`src/bses_pkg.sv`:
```
// Shared types and constants for the bit stream escape stuffer.
`timescale 1ns / 1ps

package bses_pkg;

  // Default window and pattern length in bits
  localparam int unsigned PatternBitsDef = 8;
  // Default depth of the command queue between front and back
  localparam int unsigned QueueDepthDef = 4;

  // Configuration register width, index width and reset values
  localparam int unsigned CfgDataW = 8;
  localparam int unsigned CfgIdxW = 1;
  localparam logic [CfgDataW-1:0] FlagReset = 8'd126;
  localparam logic [CfgDataW-1:0] EscReset = 8'd125;

  // Configuration register indexes
  typedef enum logic [CfgIdxW-1:0] {
    REG_FLAG = 1'b0,
    REG_ESC  = 1'b1
  } cfg_reg_e;

  // One payload item
  typedef struct packed {
    logic payload_bit;
    logic end_of_payload;
  } in_item_t;

  // One line item
  typedef struct packed {
    logic line_bit;
    logic frame_done;
  } out_item_t;

  // Serializer phases of the back end
  typedef enum logic [2:0] {
    PH_IDLE,
    PH_OPEN,
    PH_ESC,
    PH_BODY,
    PH_CLOSE
  } phase_e;

endpackage

```
`src/bses_front.sv`:
```
// Front end: slides the window over payload items and queues serializer commands.
`timescale 1ns / 1ps

module bses_front #(
  parameter int unsigned PatternBits = bses_pkg::PatternBitsDef,
  parameter int unsigned CntW = $clog2(PatternBits + 1),
  parameter int unsigned CmdW = 3 + CntW + PatternBits
) (
  input  logic                   clk_i,
  input  logic                   rst_ni,
  input  logic                   in_valid_i,
  output logic                   in_stall_o,
  input  bses_pkg::in_item_t     in_item_i,
  input  logic [PatternBits-1:0] flag_i,
  input  logic [PatternBits-1:0] esc_i,
  input  logic                   q_full_i,
  output logic                   q_push_o,
  output logic [CmdW-1:0]        q_cmd_o
);
  import bses_pkg::*;

  typedef struct packed {
    logic                   open_flag;
    logic                   esc;
    logic                   close_flag;
    logic [CntW-1:0]        cnt;
    logic [PatternBits-1:0] word;
  } cmd_t;

  logic [PatternBits-1:0] window_q, window_d;
  logic [CntW-1:0]        fill_q, fill_d;
  logic                   open_q, open_d;

  logic                   accept;
  logic [PatternBits-1:0] win_sh;
  logic [CntW-1:0]        fill_new;
  logic                   full_win;
  logic                   match;
  cmd_t                   cmd;

  // Stall while the queue has no room
  assign in_stall_o = q_full_i;
  assign accept     = in_valid_i && !q_full_i;

  // Shift the new bit in; a fresh frame starts from an empty window
  always_comb begin
    if (open_q) begin
      win_sh   = {window_q[PatternBits-2:0], in_item_i.payload_bit};
      fill_new = fill_q + CntW'(1);
    end else begin
      win_sh   = {{(PatternBits-1){1'b0}}, in_item_i.payload_bit};
      fill_new = CntW'(1);
    end
  end

  assign full_win = (fill_new == CntW'(PatternBits));
  assign match    = full_win && ((win_sh == flag_i) || (win_sh == esc_i));

  // Classify the item into a command and the next window state
  always_comb begin
    cmd.open_flag  = !open_q;
    cmd.esc        = match;
    cmd.close_flag = in_item_i.end_of_payload;
    cmd.word       = win_sh;
    window_d       = win_sh;
    fill_d         = fill_new;
    if (match) begin
      cmd.cnt  = CntW'(PatternBits);
      window_d = '0;
      fill_d   = '0;
    end else if (full_win) begin
      cmd.cnt  = in_item_i.end_of_payload ? CntW'(PatternBits) : CntW'(1);
      // A plain shift sends only the oldest bit, placed at bit 0
      if (!in_item_i.end_of_payload) begin
        cmd.word = {{(PatternBits-1){1'b0}}, win_sh[PatternBits-1]};
      end
      window_d = {1'b0, win_sh[PatternBits-2:0]};
      fill_d   = CntW'(PatternBits - 1);
    end else begin
      cmd.cnt  = in_item_i.end_of_payload ? fill_new : '0;
    end
    open_d = 1'b1;
    if (in_item_i.end_of_payload) begin
      window_d = '0;
      fill_d   = '0;
      open_d   = 1'b0;
    end
  end

  // Queue only commands that put bits on the line
  assign q_push_o = accept &&
                    (cmd.open_flag || cmd.esc || cmd.close_flag || (cmd.cnt != '0));
  assign q_cmd_o  = cmd;

  // Advance the window state on each accepted item
  always_ff @(posedge clk_i or negedge rst_ni) begin
    if (!rst_ni) begin
      window_q <= '0;
      fill_q   <= '0;
      open_q   <= 1'b0;
    end else if (accept) begin
      window_q <= window_d;
      fill_q   <= fill_d;
      open_q   <= open_d;
    end
  end

`ifndef ASSERT_OFF
  // The last payload bit always closes the frame
  assert property (@(posedge clk_i) disable iff (!rst_ni)
    (accept && in_item_i.end_of_payload) |=> !open_q)
    else $error("frame still open after last payload bit");
`endif

endmodule

```
`src/bses_fifo.sv`:
```
// Short command queue between the front end and the back end.
`timescale 1ns / 1ps

module bses_fifo #(
  parameter int unsigned Width = 8,
  parameter int unsigned Depth = bses_pkg::QueueDepthDef
) (
  input  logic             clk_i,
  input  logic             rst_ni,
  input  logic             push_i,
  input  logic [Width-1:0] data_i,
  output logic             full_o,
  input  logic             pop_i,
  output logic             valid_o,
  output logic [Width-1:0] data_o
);
  import bses_pkg::*;

  localparam int unsigned AddrW = $clog2(Depth);
  localparam int unsigned CountW = $clog2(Depth + 1);

  logic [Width-1:0]  entry_q [Depth];
  logic [AddrW-1:0]  wr_ptr_q, rd_ptr_q;
  logic [CountW-1:0] count_q;

  assign full_o  = (count_q == CountW'(Depth));
  assign valid_o = (count_q != '0);
  assign data_o  = entry_q[rd_ptr_q];

  // Store pushed entries
  always_ff @(posedge clk_i) begin
    if (push_i) begin
      entry_q[wr_ptr_q] <= data_i;
    end
  end

  // Advance pointers and count
  always_ff @(posedge clk_i or negedge rst_ni) begin
    if (!rst_ni) begin
      wr_ptr_q <= '0;
      rd_ptr_q <= '0;
      count_q  <= '0;
    end else begin
      if (push_i) begin
        wr_ptr_q <= (wr_ptr_q == AddrW'(Depth - 1)) ? '0 : wr_ptr_q + AddrW'(1);
      end
      if (pop_i) begin
        rd_ptr_q <= (rd_ptr_q == AddrW'(Depth - 1)) ? '0 : rd_ptr_q + AddrW'(1);
      end
      if (push_i && !pop_i) begin
        count_q <= count_q + CountW'(1);
      end else if (pop_i && !push_i) begin
        count_q <= count_q - CountW'(1);
      end
    end
  end

`ifndef ASSERT_OFF
  assert property (@(posedge clk_i) disable iff (!rst_ni) push_i |-> !full_o)
    else $error("push into full command queue");
  assert property (@(posedge clk_i) disable iff (!rst_ni) pop_i |-> valid_o)
    else $error("pop from empty command queue");
`endif

endmodule

```
`src/bses_back.sv`:
```
// Back end: serializes queued commands into line bits through an output register.
`timescale 1ns / 1ps

module bses_back #(
  parameter int unsigned PatternBits = bses_pkg::PatternBitsDef,
  parameter int unsigned CntW = $clog2(PatternBits + 1),
  parameter int unsigned CmdW = 3 + CntW + PatternBits
) (
  input  logic                   clk_i,
  input  logic                   rst_ni,
  input  logic [PatternBits-1:0] flag_i,
  input  logic [PatternBits-1:0] esc_i,
  input  logic                   q_valid_i,
  input  logic [CmdW-1:0]        q_cmd_i,
  output logic                   q_pop_o,
  output logic                   out_valid_o,
  input  logic                   out_stall_i,
  output bses_pkg::out_item_t    out_item_o
);
  import bses_pkg::*;

  localparam int unsigned IdxW = $clog2(PatternBits);

  typedef struct packed {
    logic                   open_flag;
    logic                   esc;
    logic                   close_flag;
    logic [CntW-1:0]        cnt;
    logic [PatternBits-1:0] word;
  } cmd_t;

  // Phase that follows ph for command c, skipping empty ones
  function automatic phase_e after_phase(phase_e ph, cmd_t c);
    phase_e r;
    r = PH_IDLE;
    unique case (ph)
      PH_OPEN: begin
        if (c.esc) r = PH_ESC;
        else if (c.cnt != '0) r = PH_BODY;
        else if (c.close_flag) r = PH_CLOSE;
      end
      PH_ESC: begin
        if (c.cnt != '0) r = PH_BODY;
        else if (c.close_flag) r = PH_CLOSE;
      end
      PH_BODY: begin
        if (c.close_flag) r = PH_CLOSE;
      end
      default: r = PH_IDLE;
    endcase
    return r;
  endfunction

  // Bit index that a phase starts at
  function automatic logic [IdxW-1:0] start_idx(phase_e ph, cmd_t c);
    logic [CntW-1:0] last_pos;
    last_pos = c.cnt - CntW'(1);
    return (ph == PH_BODY) ? last_pos[IdxW-1:0] : IdxW'(PatternBits - 1);
  endfunction

  phase_e          phase_q, phase_d;
  logic [IdxW-1:0] idx_q, idx_d;
  cmd_t            cmd_q, cmd_d;
  cmd_t            q_cmd;
  phase_e          nxt, first;
  logic            load_ok;
  logic            can_emit;
  logic            emit;
  out_item_t       bit_item;
  logic            out_valid_q;
  out_item_t       out_item_q;

  assign q_cmd    = q_cmd_i;
  assign first    = q_cmd.open_flag ? PH_OPEN : after_phase(PH_OPEN, q_cmd);
  assign can_emit = !out_valid_q || !out_stall_i;

  // Next state: step through bits, move to the next phase, load the next command
  always_comb begin
    phase_d = phase_q;
    idx_d   = idx_q;
    cmd_d   = cmd_q;
    q_pop_o = 1'b0;
    load_ok = 1'b0;
    nxt     = PH_IDLE;
    if (phase_q == PH_IDLE) begin
      load_ok = 1'b1;
    end else if (can_emit) begin
      if (idx_q != '0) begin
        idx_d = idx_q - IdxW'(1);
      end else begin
        nxt = after_phase(phase_q, cmd_q);
        if (nxt != PH_IDLE) begin
          phase_d = nxt;
          idx_d   = start_idx(nxt, cmd_q);
        end else begin
          phase_d = PH_IDLE;
          load_ok = 1'b1;
        end
      end
    end
    if (load_ok && q_valid_i) begin
      q_pop_o = 1'b1;
      cmd_d   = q_cmd;
      phase_d = first;
      idx_d   = start_idx(first, q_cmd);
    end
  end

  // Outputs: select the current line bit
  always_comb begin
    emit = can_emit && (phase_q != PH_IDLE);
    bit_item.frame_done = (phase_q == PH_CLOSE) && (idx_q == '0);
    unique case (phase_q)
      PH_OPEN, PH_CLOSE: bit_item.line_bit = flag_i[idx_q];
      PH_ESC:            bit_item.line_bit = esc_i[idx_q];
      PH_BODY:           bit_item.line_bit = cmd_q.word[idx_q];
      default:           bit_item.line_bit = 1'b0;
    endcase
  end

  // Hold sequencer control state
  always_ff @(posedge clk_i or negedge rst_ni) begin
    if (!rst_ni) begin
      phase_q     <= PH_IDLE;
      out_valid_q <= 1'b0;
    end else begin
      phase_q <= phase_d;
      if (can_emit) begin
        out_valid_q <= emit;
      end
    end
  end

  // Hold command and output payload
  always_ff @(posedge clk_i) begin
    idx_q <= idx_d;
    cmd_q <= cmd_d;
    if (emit) begin
      out_item_q <= bit_item;
    end
  end

  assign out_valid_o = out_valid_q;
  assign out_item_o  = out_item_q;

`ifndef ASSERT_OFF
  // Closing flag ends on its own least significant bit
  assert property (@(posedge clk_i) disable iff (!rst_ni)
    (out_valid_q && out_item_q.frame_done) |-> (out_item_q.line_bit == flag_i[0]))
    else $error("frame_done on a bit that is not the flag's last bit");
  // A command is taken only when the sequencer is free or finishing
  assert property (@(posedge clk_i) disable iff (!rst_ni)
    q_pop_o |-> ((phase_q == PH_IDLE) || (can_emit && (idx_q == '0))))
    else $error("command popped while serializer busy");
`endif

endmodule

```
`src/bit_stream_escape_stuffer.sv`:
```
// Top level of the bit stream escape stuffer: configuration, front, queue and back.
`timescale 1ns / 1ps

// Frames a serial payload with flag delimiters and escape stuffing, one payload bit
// per input item and one line bit per output item. The front end takes a payload bit
// in every cycle while its command queue (QueueDepth entries) has room; the back end
// puts out one line bit per cycle while it holds a command and the output side does
// not stall. Line bits per payload bit set the rate: one for a plain bit, an escaped
// window costs 2*PatternBits bits spread over the PatternBits items that refill it,
// each frame adds 2*PatternBits flag bits. The flag and escape registers reset to
// 126 and 125; the user must write them only while the block is idle (unenforced).
module bit_stream_escape_stuffer #(
  parameter int unsigned PatternBits = bses_pkg::PatternBitsDef,
  parameter int unsigned QueueDepth = bses_pkg::QueueDepthDef
) (
  input  logic                            clk_i,
  input  logic                            rst_ni,
  input  logic                            in_valid_i,
  output logic                            in_stall_o,
  input  bses_pkg::in_item_t              in_item_i,
  output logic                            out_valid_o,
  input  logic                            out_stall_i,
  output bses_pkg::out_item_t             out_item_o,
  input  logic                            cfg_we_i,
  input  logic [bses_pkg::CfgIdxW-1:0]    cfg_idx_i,
  input  logic [bses_pkg::CfgDataW-1:0]   cfg_data_i
);
  import bses_pkg::*;

  localparam int unsigned CntW = $clog2(PatternBits + 1);
  localparam int unsigned CmdW = 3 + CntW + PatternBits;

  logic [CfgDataW-1:0]             flag_q, esc_q;
  logic [PatternBits+CfgDataW-1:0] flag_wide, esc_wide;
  logic [PatternBits-1:0]          flag_p, esc_p;
  logic                            q_full, q_push, q_valid, q_pop;
  logic [CmdW-1:0]                 q_wr_cmd, q_rd_cmd;

  // Write configuration registers
  always_ff @(posedge clk_i or negedge rst_ni) begin
    if (!rst_ni) begin
      flag_q <= FlagReset;
      esc_q  <= EscReset;
    end else if (cfg_we_i) begin
      unique case (cfg_reg_e'(cfg_idx_i))
        REG_FLAG: flag_q <= cfg_data_i;
        REG_ESC:  esc_q  <= cfg_data_i;
      endcase
    end
  end

  // Use the low PatternBits bits; bits beyond the register read as zero
  assign flag_wide = {{PatternBits{1'b0}}, flag_q};
  assign esc_wide  = {{PatternBits{1'b0}}, esc_q};
  assign flag_p    = flag_wide[PatternBits-1:0];
  assign esc_p     = esc_wide[PatternBits-1:0];

  bses_front #(
    .PatternBits(PatternBits),
    .CntW       (CntW),
    .CmdW       (CmdW)
  ) u_front (
    .clk_i     (clk_i),
    .rst_ni    (rst_ni),
    .in_valid_i(in_valid_i),
    .in_stall_o(in_stall_o),
    .in_item_i (in_item_i),
    .flag_i    (flag_p),
    .esc_i     (esc_p),
    .q_full_i  (q_full),
    .q_push_o  (q_push),
    .q_cmd_o   (q_wr_cmd)
  );

  bses_fifo #(
    .Width(CmdW),
    .Depth(QueueDepth)
  ) u_fifo (
    .clk_i  (clk_i),
    .rst_ni (rst_ni),
    .push_i (q_push),
    .data_i (q_wr_cmd),
    .full_o (q_full),
    .pop_i  (q_pop),
    .valid_o(q_valid),
    .data_o (q_rd_cmd)
  );

  bses_back #(
    .PatternBits(PatternBits),
    .CntW       (CntW),
    .CmdW       (CmdW)
  ) u_back (
    .clk_i      (clk_i),
    .rst_ni     (rst_ni),
    .flag_i     (flag_p),
    .esc_i      (esc_p),
    .q_valid_i  (q_valid),
    .q_cmd_i    (q_rd_cmd),
    .q_pop_o    (q_pop),
    .out_valid_o(out_valid_o),
    .out_stall_i(out_stall_i),
    .out_item_o (out_item_o)
  );

endmodule
```
`config.mk`:
```
export PLATFORM = sky130hd
export DESIGN_NAME = bit_stream_escape_stuffer
export DESIGN_NICKNAME = d
export VERILOG_FILES = /design/src/bses_pkg.sv /design/src/bses_front.sv /design/src/bses_fifo.sv /design/src/bses_back.sv /design/src/bit_stream_escape_stuffer.sv
export SDC_FILE = /design/constraint.sdc
export NUM_CORES = 1
export LEC_CHECK = 0
export BUFFER_PORTS_ARGS = -buffer_cell sky130_fd_sc_hd__buf_2
export CAP_MARGIN = 20
export CORE_MARGIN = 10
export CORE_UTILIZATION = 25
export CTS_CLUSTER_SIZE = 12
export DETAILED_ROUTE_END_ITERATION = 8
export GPL_ROUTABILITY_DRIVEN = 0
export MAX_ROUTING_LAYER = met4
export PLACE_DENSITY_LB_ADDON = 0.2
export SLEW_MARGIN = 20
export SYNTH_ARGS = -nofsm -noshare
export SYNTH_HDL_FRONTEND = slang
export SYNTH_SLANG_ARGS = --single-unit
```
`constraint.sdc`:
```
create_clock -name clk_i -period 2.9 [get_ports clk_i]
set_input_delay 0.145 -clock clk_i [delete_from_list [all_inputs] [get_ports clk_i]]
set_output_delay 0.145 -clock clk_i [all_outputs]
set_load 0.01 [all_outputs]
```
Word-level counts from Yosys, hierarchy flattened. Memories as Yosys holds them, arrays and structs flattened. Cells that the tools add are included.

Output and inout bits: 4. Input port bits: 16. Logic and storage cells: 134. Flip-flop bits (word level): 58. Bits in writable memories: 60. Memories: 1.

Muxes and demuxes: 56. Reduce and logical (&&, ||, !) cells: 36. Eq/ne operators: 14. Add/sub/neg operators: 8. Bitwise logic cells: 1. Order comparisons: 1.

Memory list: u_fifo.entry_q (words 4, width 15, read ports 1, clocked after memory_dff 0, write ports 1, line bses_fifo.sv:22) `logic [Width-1:0] entry_q [Depth];`.

Operators by type and width (count): 3-bit 2-to-1 mux (24); 4-bit 2-to-1 mux (8); 8-bit 2-to-1 mux (4); 8-bit == test (2); 3-bit nonzero test (5); 7-bit 2-to-1 mux (2); 3-bit by 2-bit == test with 1-bit output (second input constant) (4); 4-bit nonzero test (3); 3-bit by 1-bit subtractor with 3-bit output (second input constant) (4); 1-bit 2-to-1 mux (11); 1-bit binary-select mux with 3-bit select (3); 3-bit one-hot mux with 3 select lines (1); 1-bit logical AND (8); 3-bit == test (second input constant) (2); 1-bit logical NOT (6); 3-bit logical NOT (2); 3-bit AND reduction (2); 1-bit logical OR (5); 2-bit by 1-bit adder with 2-bit output (second input constant) (2); 4-bit by 1-bit adder with 4-bit output (second input constant) (1); 2-bit == test (second input constant) (2); 4-bit == test (second input constant) (1); 3-bit by 4-bit less-than comparator with 1-bit output (second input constant) (1); 2-bit 2-to-1 mux (2); other kinds (8) (11).

Longest topological paths before layout. Gate-level depths: netlist of the first run.

Word-level depth: 17. Depth in mapped cells: 13. Mapped depth without buffers: 12.

Cells and area by module. From an unflattened synthesis of the first run, not the netlist that was laid out.

Cells, all modules: 405. Area total of the unflattened synthesis: 5783.0 um^2.

By module, submodules not included: bses_fifo (instances 1, cells an instance 116, area each 2621.3 um^2, sequential area each 1976.9 um^2); bses_back (instances 1, cells an instance 119, area each 1466.4 um^2, sequential area each 670.6 um^2); bses_front (instances 1, cells an instance 135, area each 1038.5 um^2, sequential area each 300.3 um^2); bit_stream_escape_stuffer (instances 1, cells an instance 35, area each 656.9 um^2, sequential area each 415.4 um^2).

Worst setup path before layout of the first run. No wires, ideal clock.

Path type: flip-flop to flip-flop. Start point: register u_back.cmd_q[8] in the netlist's numbering. End point: register u_fifo.count_q[2]. Stages on the path, launching flop included: 14. Setup slack: 0.150 ns. Library setup time: 0.079 ns. Clock period less this slack: 2.750 ns. Data required time: 2.821 ns. Data arrival time: 2.671 ns. Cell sequence: edfxtp_1 -> inv_1 -> ha_1 -> nor3b_1 -> a311o_1 -> a21o_1 -> a21oi_2 -> buf_2 -> ha_1 -> inv_1 -> fa_1 -> xor2_1 -> nor2_1 -> xor2_1.

Longest elaborated chain between the ends: 17.

RTL lines: from (decl) (line bses_back.sv:63) `cmd_t cmd_q, cmd_d;`; from (signal assigned) (line bses_back.sv:137) `cmd_q <= cmd_d;`; 4-bit nonzero test (*) (line bses_back.sv:39, bses_back.sv:43); 3-bit 2-to-1 mux (*) (line bses_back.sv:39) `else if (c.cnt != '0) r = PH_BODY;`; 3-bit 2-to-1 mux (line bses_back.sv:38) `if (c.esc) r = PH_ESC;`; 3-bit one-hot mux with 3 select lines (*) (line bses_back.sv:36) `unique case (ph)`; 3-bit 2-to-1 mux (*) (line bses_back.sv:88) `if (idx_q != '0) begin`; 3-bit 2-to-1 mux (*) (line bses_back.sv:87) `end else if (can_emit) begin`; 3-bit 2-to-1 mux (*) (line bses_back.sv:85) `if (phase_q == PH_IDLE) begin`; 3-bit nonzero test (*) (line bses_back.sv:92) `if (nxt != PH_IDLE) begin`; 1-bit 2-to-1 mux (*) (line bses_back.sv:92); 1-bit 2-to-1 mux (*) (line bses_back.sv:88); 1-bit 2-to-1 mux (*) (line bses_back.sv:87); 1-bit 2-to-1 mux (*) (line bses_back.sv:85); 1-bit logical AND (*) (line bses_back.sv:101) `if (load_ok && q_valid_i) begin`; 1-bit 2-to-1 mux (*) (line bses_back.sv:101); 1-bit logical NOT (line bses_fifo.sv:50) `if (push_i && !pop_i) begin`; 1-bit logical AND (line bses_fifo.sv:50); 3-bit 2-to-1 mux or 2-bit nonzero test (tied branches); to (signal assigned) (line bses_fifo.sv:51) `count_q <= count_q + CountW'(1);`; to (signal assigned) (line bses_fifo.sv:53) `count_q <= count_q - CountW'(1);`; to (decl) (line bses_fifo.sv:24) `logic [CountW-1:0] count_q;`.

Mark *: on every way between the ends. The rest lies on a longest branch, timed or not. The select of a mux whose other input is x is not followed. A chain may end at the register's enable or synchronous reset.

Worst setup path after layout of the first run. Ends and elaborated chain as after synthesis.

==> run_results.csv, run 1 <==
group,metric,value,unit
timing,max_slew_margin,33.5,%
routing,wl,12.7,mm
synth,synthCells,381,
floorplan,die_w,169,um
routing,wl_per_cell,17.8,um
pwr,clkPwrFrac,31.0,%
clock_tree,cts_inserted_buffers,17,
final_layout,drive_above_1_share,29.3,%
floorplan,core_area,21800,sq um
synth,synth_nets,410,
synth,yosysSeqAreaShare,60.7,%
floorplan,rows,54,
run_status,status,"completed",
setup_path,critical_path.max_fanout,4,
timing,hold_viol,0,
pwr,p_comb_share,29.1,%
setup_path,critPathLaunchType,"register",
setup_path,r2r-start,"u_back.cmd_q[8]$_DFFE_PP_",
pwr,internal_power,4.31,mW
timing,holdWs,0.0805,ns
placement,dp_hpwl,8.87,mm
job,drv_cap,0,
global_route,globalRouteOverflowTotal,0,
synth,synthMuxAreaShare,13.4,%
global_route,antenna_found_initial,0,
pwr,p_sw,2.03,mW
global_route,grt_pass1_wl,20.1,mm
clock_tree,clkLatencyLatePin,0.42,ns
clock_tree,cts_tree,"yes",
final_layout,antenna_cells,0,
synth,synth-edff-count,79,
timing,fin_crit,2.61,ns
hold_path,min-delay-start,"in_item_i[1]",
synth,yosys.area_share.simple,7.99,%
timing,tns,0,ns
synth,ys_ff_latch,118,
synth,synth_cell_type_count,58,
routing,drtIter0Drc,249,
timing,worstMarginPinSlew,0.997,ns
clock_tree,cts_max_level,4,
setup_path,crit_type,"register to register",
floorplan,ios,20,
routing,via_per_inst,4.57,
pwr,power_density,950,nW/um^2
timing,fmax,383,MHz
clock_tree,cts_buffer_depth,2,
global_route,grtUsageTotal,9.46,%
routing,route.detailed.drc,0,
timing,maxSlewViolCount,0,
pwr,peakVddDrop,262,uV
setup_path,crit_start,"u_back.cmd_q[8]$_DFFE_PP_",
placement,dp_slack,0.232,ns
routing,vias,3279,
clock_tree,cts_root_buf,"clkbuf_16",
clock_tree,cts.sinks,118,
clock_tree,path_clk_slew,0.06,ns
setup_path,arrival,2.96,ns
placement,numPortBuffers,19,
pwr,p_seq_share,39.9,%
final_layout,syn_to_final_growth,20.5,%
synth,synthAdderAreaFrac,3.07,%
final_layout,stdcell_area,6680,sq um
clock_tree,post_cts_buffers,0,
pwr,sw_frac_of_total,32.0,%
synth,yosysWarnings,0,
final_layout,final_common_cell,"edfxtp_1",
synth,syn_area,5540,sq um
synth,synth_top_family_by_area,"multiplexers",
setup_path,critical-path-slowest-cell,"a311o_1",
synth,synth-compound-area-share,9.53,%
final_layout,final_cell_mix,"79 x edfxtp_1, 27 x dfrtp_1, 25 x nand2_1, 22 x mux4_2",
setup_path,cp_data_required_time,3.24,ns
synth,ys.flop_type,"edfxtp_1",
floorplan,die_h,169,um
routing,final_antenna_net_count,0,
timing,setup_viol_count_final,0,
setup_path,cp_cell_sequence,"inv_1 -> ha_1 -> nor3b_1 -> a311o_1 -> a21o_1 -> a21oi_2 -> ha_1 -> inv_1 -> fa_1 -> xor2_1 -> nor2_1 -> xor2_1",
pwr,p_leak,2.46,nW
setup_path,cpPeakStageDelay,0.37,ns
timing,skew,0.00638,ns
setup_path,critPathCaptureType,"register",
synth,synth_xor_area_share,2.37,%
placement,dpl_cell_area,6010,sq um
global_route,first_global_vias,3400,
hold_path,hold_path_class,"primary input to register",
synth,avgSynthCellArea,14.5,sq um
synth,synthArstFlopShare,33.1,%
global_route,grt_max_degree,40,
routing,firstDrtPassIters,4,
floorplan,start_util,25.4,%
timing,fin_crit_sh,90.1,%
timing,rsz0062_at_grt,"false",
final_layout,final_nets,453,
floorplan,dieArea,28500,sq um
timing,worst_slack,0.286,ns
## logic make-up after synthesis
logic type      after synthesis
flops                       118
simple gates                 85
compound gates               67
mux                          44
buf+inv                      39
xor+xnor                     15
fa+ha+maj                    13
## state kept, by name (all words and copies together) (netlist names), 3 cells and up
register / cells
esc_p: 8
flag_p: 8
u_back.cmd_q: 14
u_back.idx_q: 3
u_back.phase_q: 3
u_fifo.count_q: 3
u_fifo.entry_q: 60
u_front.fill_q: 4
u_front.window_q: 7
## stage by stage
| step | power (mW) | instances | utilization, % |
|---|---|---|---|
| after floorplan | 3.83 | 381 | - |
| after global placement | 4.40 | 675 | 27.6 |
| after detailed placement | 4.44 | 675 | 27.6 |
| after CTS | 6.44 | 717 | 30.6 |
| after global routing | 6.72 | 717 | 30.6 |
| final | 6.34 | 717 | 30.6 |
## area by class of cell
type / instances / area (sq um)
multi-input cells: 224 / 2020
well taps: 280 / 350
repair buffers: 43 / 313
clock buffers: 17 / 425
inverters: 20 / 75.1
clock inverters: 15 / 131
fillers: 2165 / 15100
flip-flops and latches: 118 / 3360
## power by group through the flow
stage	Sequential, mW	Clock [mW]	Combinational, mW
final	2.53	1.97	1.84
after CTS	2.53	2.02	1.89
after detailed placement	2.56	0	1.87
after global routing	2.57	2.09	2.05
after global placement	2.55	0	1.85
after floorplan	2.44	0	1.39
## per-layer routing
layer	GRT usage (%)	share of wire, %	vias up
met1	11.4	46	1674
met4	2.73	1.4	0
met2	14.8	50	49
met5	-	0	-
li1	-	-	1541
met3	3.24	3.1	15
## worst paths after layout
check / cells past startpoint / slack, ns / endpoint
setup reg to reg: 12 / 0.29 / u_fifo.count_q[2]$_DFFE_PN0P_
hold / removal: 3 / 0.08 / u_front.window_q[0]$_DFFE_PN0P_
setup / recovery: 12 / 0.29 / u_fifo.count_q[2]$_DFFE_PN0P_
max in group asynchronous: 2 / 1.83 / u_back.phase_q[1]$_DFFE_PN0P_
hold reg to reg: 2 / 0.50 / u_front.fill_q[3]$_DFFE_PN0P_
min in group asynchronous: 2 / 0.42 / u_fifo.rd_ptr_q[0]$_DFFE_PN0P_
## synth_stat cells (3+ instances only)
cell	number	area share, %
a21o_1	6	0.81
a21oi_1	10	0.90
a22o_1	6	0.95
a22oi_1	3	0.41
a2bb2oi_1	3	0.47
a31oi_1	5	0.56
and2_1	5	0.56
and3_1	8	0.90
buf_2	10	0.90
clkbuf_1	6	0.41
dfrtp_1	27	12
dfstp_2	12	5.7
edfxtp_1	79	43
ha_1	12	2.7
inv_1	19	1.3
mux2_2	19	3.9
mux4_2	22	8.9
nand2_1	25	1.7
nand2b_1	3	0.34
nand3_1	3	0.27
nor2_1	15	1.0
nor2b_1	7	0.79
nor3_1	7	0.63
o21ai_0	8	0.72
o22ai_1	4	0.45
o31ai_1	3	0.41
xnor2_1	7	1.1
xor2_1	8	1.3
## critical path: cells and delay by family, from the launching register on
kind	cells	cell delay, ns
AOI/OAI and AO/OA	3	0.69
adders and majority gates	3	0.79
buffers and inverters	2	0.11
xor gates and xnor gates	2	0.31
and+or+nand+nor	2	0.30
DFF	1	0.34
## timing repair
| action | in CTS | in global routing |
|---|---|---|
| resized for setup | 0 | 1 |
| hold buffers | 10 | 0 |
| endpoints found under the hold margin | 44 | 0 |
| setup endpoints to repair | 0 | 1 |
Power figures use the tool's default switching activity.
==> run 2: changes to the inputs <==
--- a/config.mk
+++ b/config.mk
@@ -8,12 +8,13 @@
 export BUFFER_PORTS_ARGS = -buffer_cell sky130_fd_sc_hd__buf_2
 export CAP_MARGIN = 20
 export CORE_MARGIN = 10
-export CORE_UTILIZATION = 25
+export CORE_UTILIZATION = 64
 export CTS_CLUSTER_SIZE = 12
 export DETAILED_ROUTE_END_ITERATION = 8
 export GPL_ROUTABILITY_DRIVEN = 0
 export MAX_ROUTING_LAYER = met4
 export PLACE_DENSITY_LB_ADDON = 0.2
+export REMOVE_ABC_BUFFERS = 1
 export SLEW_MARGIN = 20
 export SYNTH_ARGS = -nofsm -noshare
 export SYNTH_HDL_FRONTEND = slang
==> constraint.sdc (replaced) <==
create_clock -name clk_i -period 3.2 [get_ports clk_i]
set_input_delay 0.16 -clock clk_i [delete_from_list [all_inputs] [get_ports clk_i]]
set_output_delay 0.16 -clock clk_i [all_outputs]
set_load 0.01 [all_outputs]
==> run_results.csv, run 2 (synthesis gave the netlist of run 1 again) <==
group,metric,value,unit
run_status,status,"completed",
routing,drtIter0Drc,367,
global_route,grtUsageTotal,20.9,%
routing,wl,12.5,mm
pwr,p_sw,1.85,mW
floorplan,rows,33,
clock_tree,cts_max_level,4,
clock_tree,clkLatencyLatePin,0.51,ns
timing,fin_crit_sh,88.3,%
final_layout,reg_top3,"u_fifo.entry_q x60, u_back.cmd_q x14",
hold_path,hold_path_class,"primary input to register",
setup_path,cp_data_required_time,3.63,ns
floorplan,dieArea,12800,sq um
pwr,peakVddDrop,696,uV
clock_tree,post_cts_buffers,0,
setup_path,critPathCaptureType,"register",
floorplan,ios,20,
clock_tree,ctsResizeCount,0,
global_route,grt_pass1_wl,20.2,mm
clock_tree,cts_root_buf,"clkbuf_8",
pwr,p_leak,2.49,nW
routing,wl_met3,938,um
setup_path,crit_type,"register to register",
final_layout,drive_above_1_share,29.0,%
timing,worstMarginPinSlew,0.897,ns
setup_path,rr_worst_depth,11,
routing,via_per_inst,6.59,
floorplan,core_area,8340,sq um
global_route,first_global_vias,3689,
global_route,grt_max_degree,40,
setup_path,critical_path.max_fanout,4,
routing,top_layer_used,"met4",
routing,firstDrtPassIters,5,
final_layout,final_cell_mix,"79 x edfxtp_1, 27 x dfrtp_1, 25 x nand2_1, 22 x mux4_2",
clock_tree,cts_tree,"yes",
placement,dp_hpwl,7.53,mm
final_layout,largest_reg_flops,60,
routing,route.detailed.drc,0,
setup_path,r2r_end,"u_fifo.count_q[2]$_DFFE_PN0P_",
timing,holdWs,0.0486,ns
hold_path,min_delay_path_depth,1,
final_layout,top_register,"u_fifo.entry_q",
final_layout,final_common_cell,"edfxtp_1",
clock_tree,cts_inserted_buffers,17,
placement,numPortBuffers,19,
pwr,internal_power,4.03,mW
hold_path,min-delay-start,"in_item_i[0]",
hold_path,timing.hold.worst_endpoint,"u_fifo.entry_q[0][12]$_DFFE_PP_",
routing,m1WireLength,4.61,mm
final_layout,final_nets,454,
setup_path,arrival,3.25,ns
pwr,p_comb_share,28.1,%
pwr,clkPwrFrac,32.1,%
timing,fmax,354,MHz
timing,skew,0.0141,ns
routing,wl_per_cell,23.1,um
floorplan,die_w,113,um
timing,max_slew_margin,40.2,%
setup_path,critPathLaunchType,"register",
clock_tree,path_clk_slew,0.06,ns
job,drv_cap,0,
routing,vias,3579,
pwr,p_seq_share,39.7,%
final_layout,syn_to_final_growth,17.0,%
timing,rsz0062_at_grt,"false",
setup_path,r2r_slack,0.37,ns
clock_tree,cts.sinks,118,
global_route,globalRouteOverflowTotal,0,
clock_tree,cts_buffer_depth,2,
final_layout,antenna_cells,0,
timing,fin_crit,2.83,ns
timing,hold_viol,0,
timing,setup_viol_count_final,0,
pwr,sw_frac_of_total,31.5,%
floorplan,start_util,66.5,%
timing,tns,0,ns
setup_path,r2r-start,"u_front.fill_q[0]$_DFFE_PN0P_",
floorplan,die_h,113,um
routing,wl_met2,6.56,mm
pwr,power_density,908,nW/um^2
routing,final_antenna_net_count,0,
global_route,antenna_found_initial,0,
timing,maxSlewViolCount,0,
run 2: cell type report:
type / count / area (sq um)
fill: 457 / 1850
sequential: 118 / 3360
timing repair buffer: 44 / 310
inverter: 20 / 75.1
clock buffer: 18 / 418
multi-input combinational: 224 / 2010
tap: 105 / 131
clock inverter: 14 / 175
run 2: through the flow:
step                instances  power [mW]  utilization (%)  setup slack, ns  cell area [sq um]
finish                    543        5.89             77.8            0.375               6490
global route              543        6.14             77.8            0.203               6490
CTS                       543        5.90             77.8            0.427               6490
detailed placement        500        3.94             69.3            0.586               5780
global placement          500        3.87             69.3            0.647               5780
floorplan                 362        3.41                -            0.402               5450
run 2: timing repair:
item,CTS,global route
hold buffers,11,0
endpoints found under the setup margin,0,0
endpoints found under the hold margin,45,0
run 2: routing by layer:
layer / track usage, % / up-vias
met5: - / -
li1: - / 1554
met3: 5.28 / 42
met1: 23.6 / 1766
met2: 34.3 / 217
met4: 9.56 / 0
run 2: power groups by stage:
stage / Clock, mW / Combinational [mW] / Sequential [mW]
after CTS: 1.91 / 1.65 / 2.34
final: 1.89 / 1.65 / 2.34
after global routing: 1.98 / 1.78 / 2.38
after global placement: 0 / 1.55 / 2.32
after floorplan: 0 / 1.07 / 2.34
after detailed placement: 0 / 1.60 / 2.35
run 2: how the worst max path moves through the flow:
stage,from,to,slack [ns],cells after the start
4_1_cts,u_front.fill_q[0]$_DFFE_PN0P_,u_fifo.count_q[2]$_DFFE_PN0P_,0.43,11
3_5_place_dp,u_back.cmd_q[8]$_DFFE_PP_,u_fifo.count_q[2]$_DFFE_PN0P_,0.59,12
5_1_grt,u_front.fill_q[0]$_DFFE_PN0P_,u_fifo.count_q[2]$_DFFE_PN0P_,0.20,11
6_report,u_front.fill_q[0]$_DFFE_PN0P_,u_fifo.count_q[2]$_DFFE_PN0P_,0.37,11
3_3_place_gp,u_back.cmd_q[8]$_DFFE_PP_,u_fifo.count_q[2]$_DFFE_PN0P_,0.65,12
2_1_floorplan,u_back.cmd_q[8]$_DFFE_PP_,u_fifo.count_q[2]$_DFFE_PN0P_,0.40,12
run 2: worst max-delay path, stage by stage, from the launching register on:
cell	delay [ns]
dfrtp_1	0.42
ha_1	0.26
xor2_1	0.17
nor3_1	0.34
nand2_1	0.20
a21oi_2	0.21
ha_1	0.22
inv_1	0.06
fa_1	0.39
xor2_1	0.19
nor2_1	0.13
xor2_1	0.16
==> run 3: changes to the inputs <==
--- a/config.mk
+++ b/config.mk
@@ -8,7 +8,7 @@
 export BUFFER_PORTS_ARGS = -buffer_cell sky130_fd_sc_hd__buf_2
 export CAP_MARGIN = 20
 export CORE_MARGIN = 10
-export CORE_UTILIZATION = 64
+export CORE_UTILIZATION = 45
 export CTS_CLUSTER_SIZE = 12
 export DETAILED_ROUTE_END_ITERATION = 8
 export GPL_ROUTABILITY_DRIVEN = 0
==> run_results.csv, run 3 (synthesis gave the netlist of run 1 again) <==
group,metric,value,unit
run_status,status,"completed",
final_layout,final_util,53.5,%
floorplan,rows,40,
global_route,grt_max_degree,40,
timing,hold_viol,0,
placement,numPortBuffers,19,
global_route,met1_usage,18.4,%
clock_tree,ctsResizeCount,0,
floorplan,start_util,46.0,%
pwr,clkPwrFrac,30.0,%
timing,skew,0.00749,ns
final_layout,antenna_cells,0,
global_route,first_global_vias,3378,
final_layout,register_area,3360,sq um
global_route,globalRouteOverflowTotal,0,
final_layout,top_register,"u_fifo.entry_q",
pwr,p_comb_share,28.7,%
clock_tree,clkLatencyLatePin,0.41,ns
global_route,antenna_found_initial,0,
routing,firstDrtPassIters,5,
placement,place_inst,563,
setup_path,r2r-start,"u_front.fill_q[0]$_DFFE_PN0P_",
timing,fmax,360,MHz
pwr,peakVddDrop,409,uV
placement,dp_hpwl,7.95,mm
final_layout,reg_top3,"u_fifo.entry_q x60, u_back.cmd_q x14",
setup_path,critPathCaptureType,"register",
pwr,internal_power,3.91,mW
setup_path,critical_path.max_fanout,7,
routing,wl,11.3,mm
global_route,busiest_layer,"met2",
global_route,grtUsageTotal,14.8,%
final_layout,fillers,990,
global_route,use_met3,3.63,%
final_layout,final_cell_mix,"79 x edfxtp_1, 27 x dfrtp_1, 25 x nand2_1, 22 x mux4_2",
hold_path,hold_path_class,"primary input to register",
timing,max_slew_margin,40.7,%
routing,drtIter0Drc,250,
clock_tree,post_cts_buffers,0,
setup_path,crit_start,"u_front.fill_q[0]$_DFFE_PN0P_",
floorplan,ios,20,
pwr,p_seq_share,41.3,%
global_route,grt_pass1_wl,18.2,mm
floorplan,core_area,12100,sq um
clock_tree,cts_max_level,4,
floorplan,die_w,131,um
final_layout,fin_cells,602,
timing,fin_crit,2.78,ns
clock_tree,path_clk_slew,0.05,ns
clock_tree,cts.sinks,118,
hold_path,min-delay-start,"cfg_data_i[6]",
timing,rsz0062_at_grt,"false",
timing,maxSlewViolCount,0,
final_layout,drive_above_1_share,27.4,%
final_layout,multi_input_area,2010,sq um
setup_path,crit_type,"register to register",
routing,via_per_inst,5.47,
clock_tree,cts_inserted_buffers,17,
timing,tns,0,ns
pwr,power,5.59,mW
final_layout,largest_reg_flops,60,
setup_path,cp_data_required_time,3.53,ns
pwr,p_sw,1.68,mW
pwr,sw_frac_of_total,30.1,%
floorplan,die_h,131,um
routing,final_antenna_net_count,0,
clock_tree,cts_root_buf,"clkbuf_16",
timing,fin_crit_sh,86.7,%
final_layout,syn_to_final_growth,16.5,%
timing,setup_viol_count_final,0,
routing,route.detailed.drc,0,
setup_path,critPathLaunchType,"register",
setup_path,arrival,3.11,ns
global_route,grtUsageMet2,22.7,%
pwr,power_density,866,nW/um^2
final_layout,final_nets,450,
timing,holdWs,0.0154,ns
final_layout,final_common_cell,"edfxtp_1",
clock_tree,cts_buffer_depth,2,
timing,worstMarginPinSlew,0.890,ns
job,drv_cap,0,
routing,wl_per_cell,18.7,um
clock_tree,postCtsHoldBufs,7,
pwr,p_leak,2.44,nW
routing,vias,3292,
clock_tree,cts_tree,"yes",
floorplan,dieArea,17200,sq um
[run 3: cell type report]
| cell class | count | share of cell area [%] |
|---|---|---|
| Sequential cell | 118 | 52.1 |
| Clock inverter | 7 | 0.892 |
| Inverter | 20 | 1.16 |
| Timing Repair Buffer | 40 | 4.19 |
| Multi-Input combinational cell | 224 | 31.2 |
| Clock buffer | 25 | 7.21 |
| Tap cell | 168 | 3.26 |
[run 3: per-layer routing]
metal,share of wire [%],vias up,wire [um]
li1,-,1542,-
met1,45,1680,5130
met2,50,52,5610
met3,3.2,18,361
met4,1.5,0,172
met5,0,-,0
[run 3: per-stage QoR]
stage,instance area (sq um),setup WS (ns)
2_1_floorplan,5450,0.402
3_3_place_gp,5860,0.470
3_5_place_dp,5860,0.409
4_1_cts,6450,0.387
5_1_grt,6450,0.150
6_report,6450,0.425
[run 3: final timing paths]
kind,end,slack (ns),cells after the start
setup / recovery,u_fifo.count_q[2]$_DFFE_PN0P_,0.42,11
min in group asynchronous,u_fifo.count_q[0]$_DFFE_PN0P_,0.40,2
max in group asynchronous,u_front.fill_q[2]$_DFFE_PN0P_,2.22,2
setup reg to reg,u_fifo.count_q[2]$_DFFE_PN0P_,0.42,11
hold / removal,esc_p[6]$_DFFE_PN1P_,0.02,2
hold reg to reg,u_front.fill_q[3]$_DFFE_PN0P_,0.50,2
[run 3: power by group through the flow]
stage                     Sequential, mW  Clock, mW  Combinational (mW)
after floorplan                     2.34          0                1.07
after global placement              2.32          0                1.59
after global routing                2.35       1.78                1.78
after detailed placement            2.33          0                1.62
final                               2.31       1.68                1.60
after CTS                           2.31       1.71                1.64
[run 3: critical path: stages, from the launching register on]
cell and delay [ns]:
dfrtp_1 0.40, ha_1 0.24, xor2_1 0.15, nor3_1 0.27
nand2_1 0.20, a21oi_2 0.33, ha_1 0.24, inv_1 0.06
fa_1 0.37, xor2_1 0.17, nor2_1 0.11, xor2_1 0.15
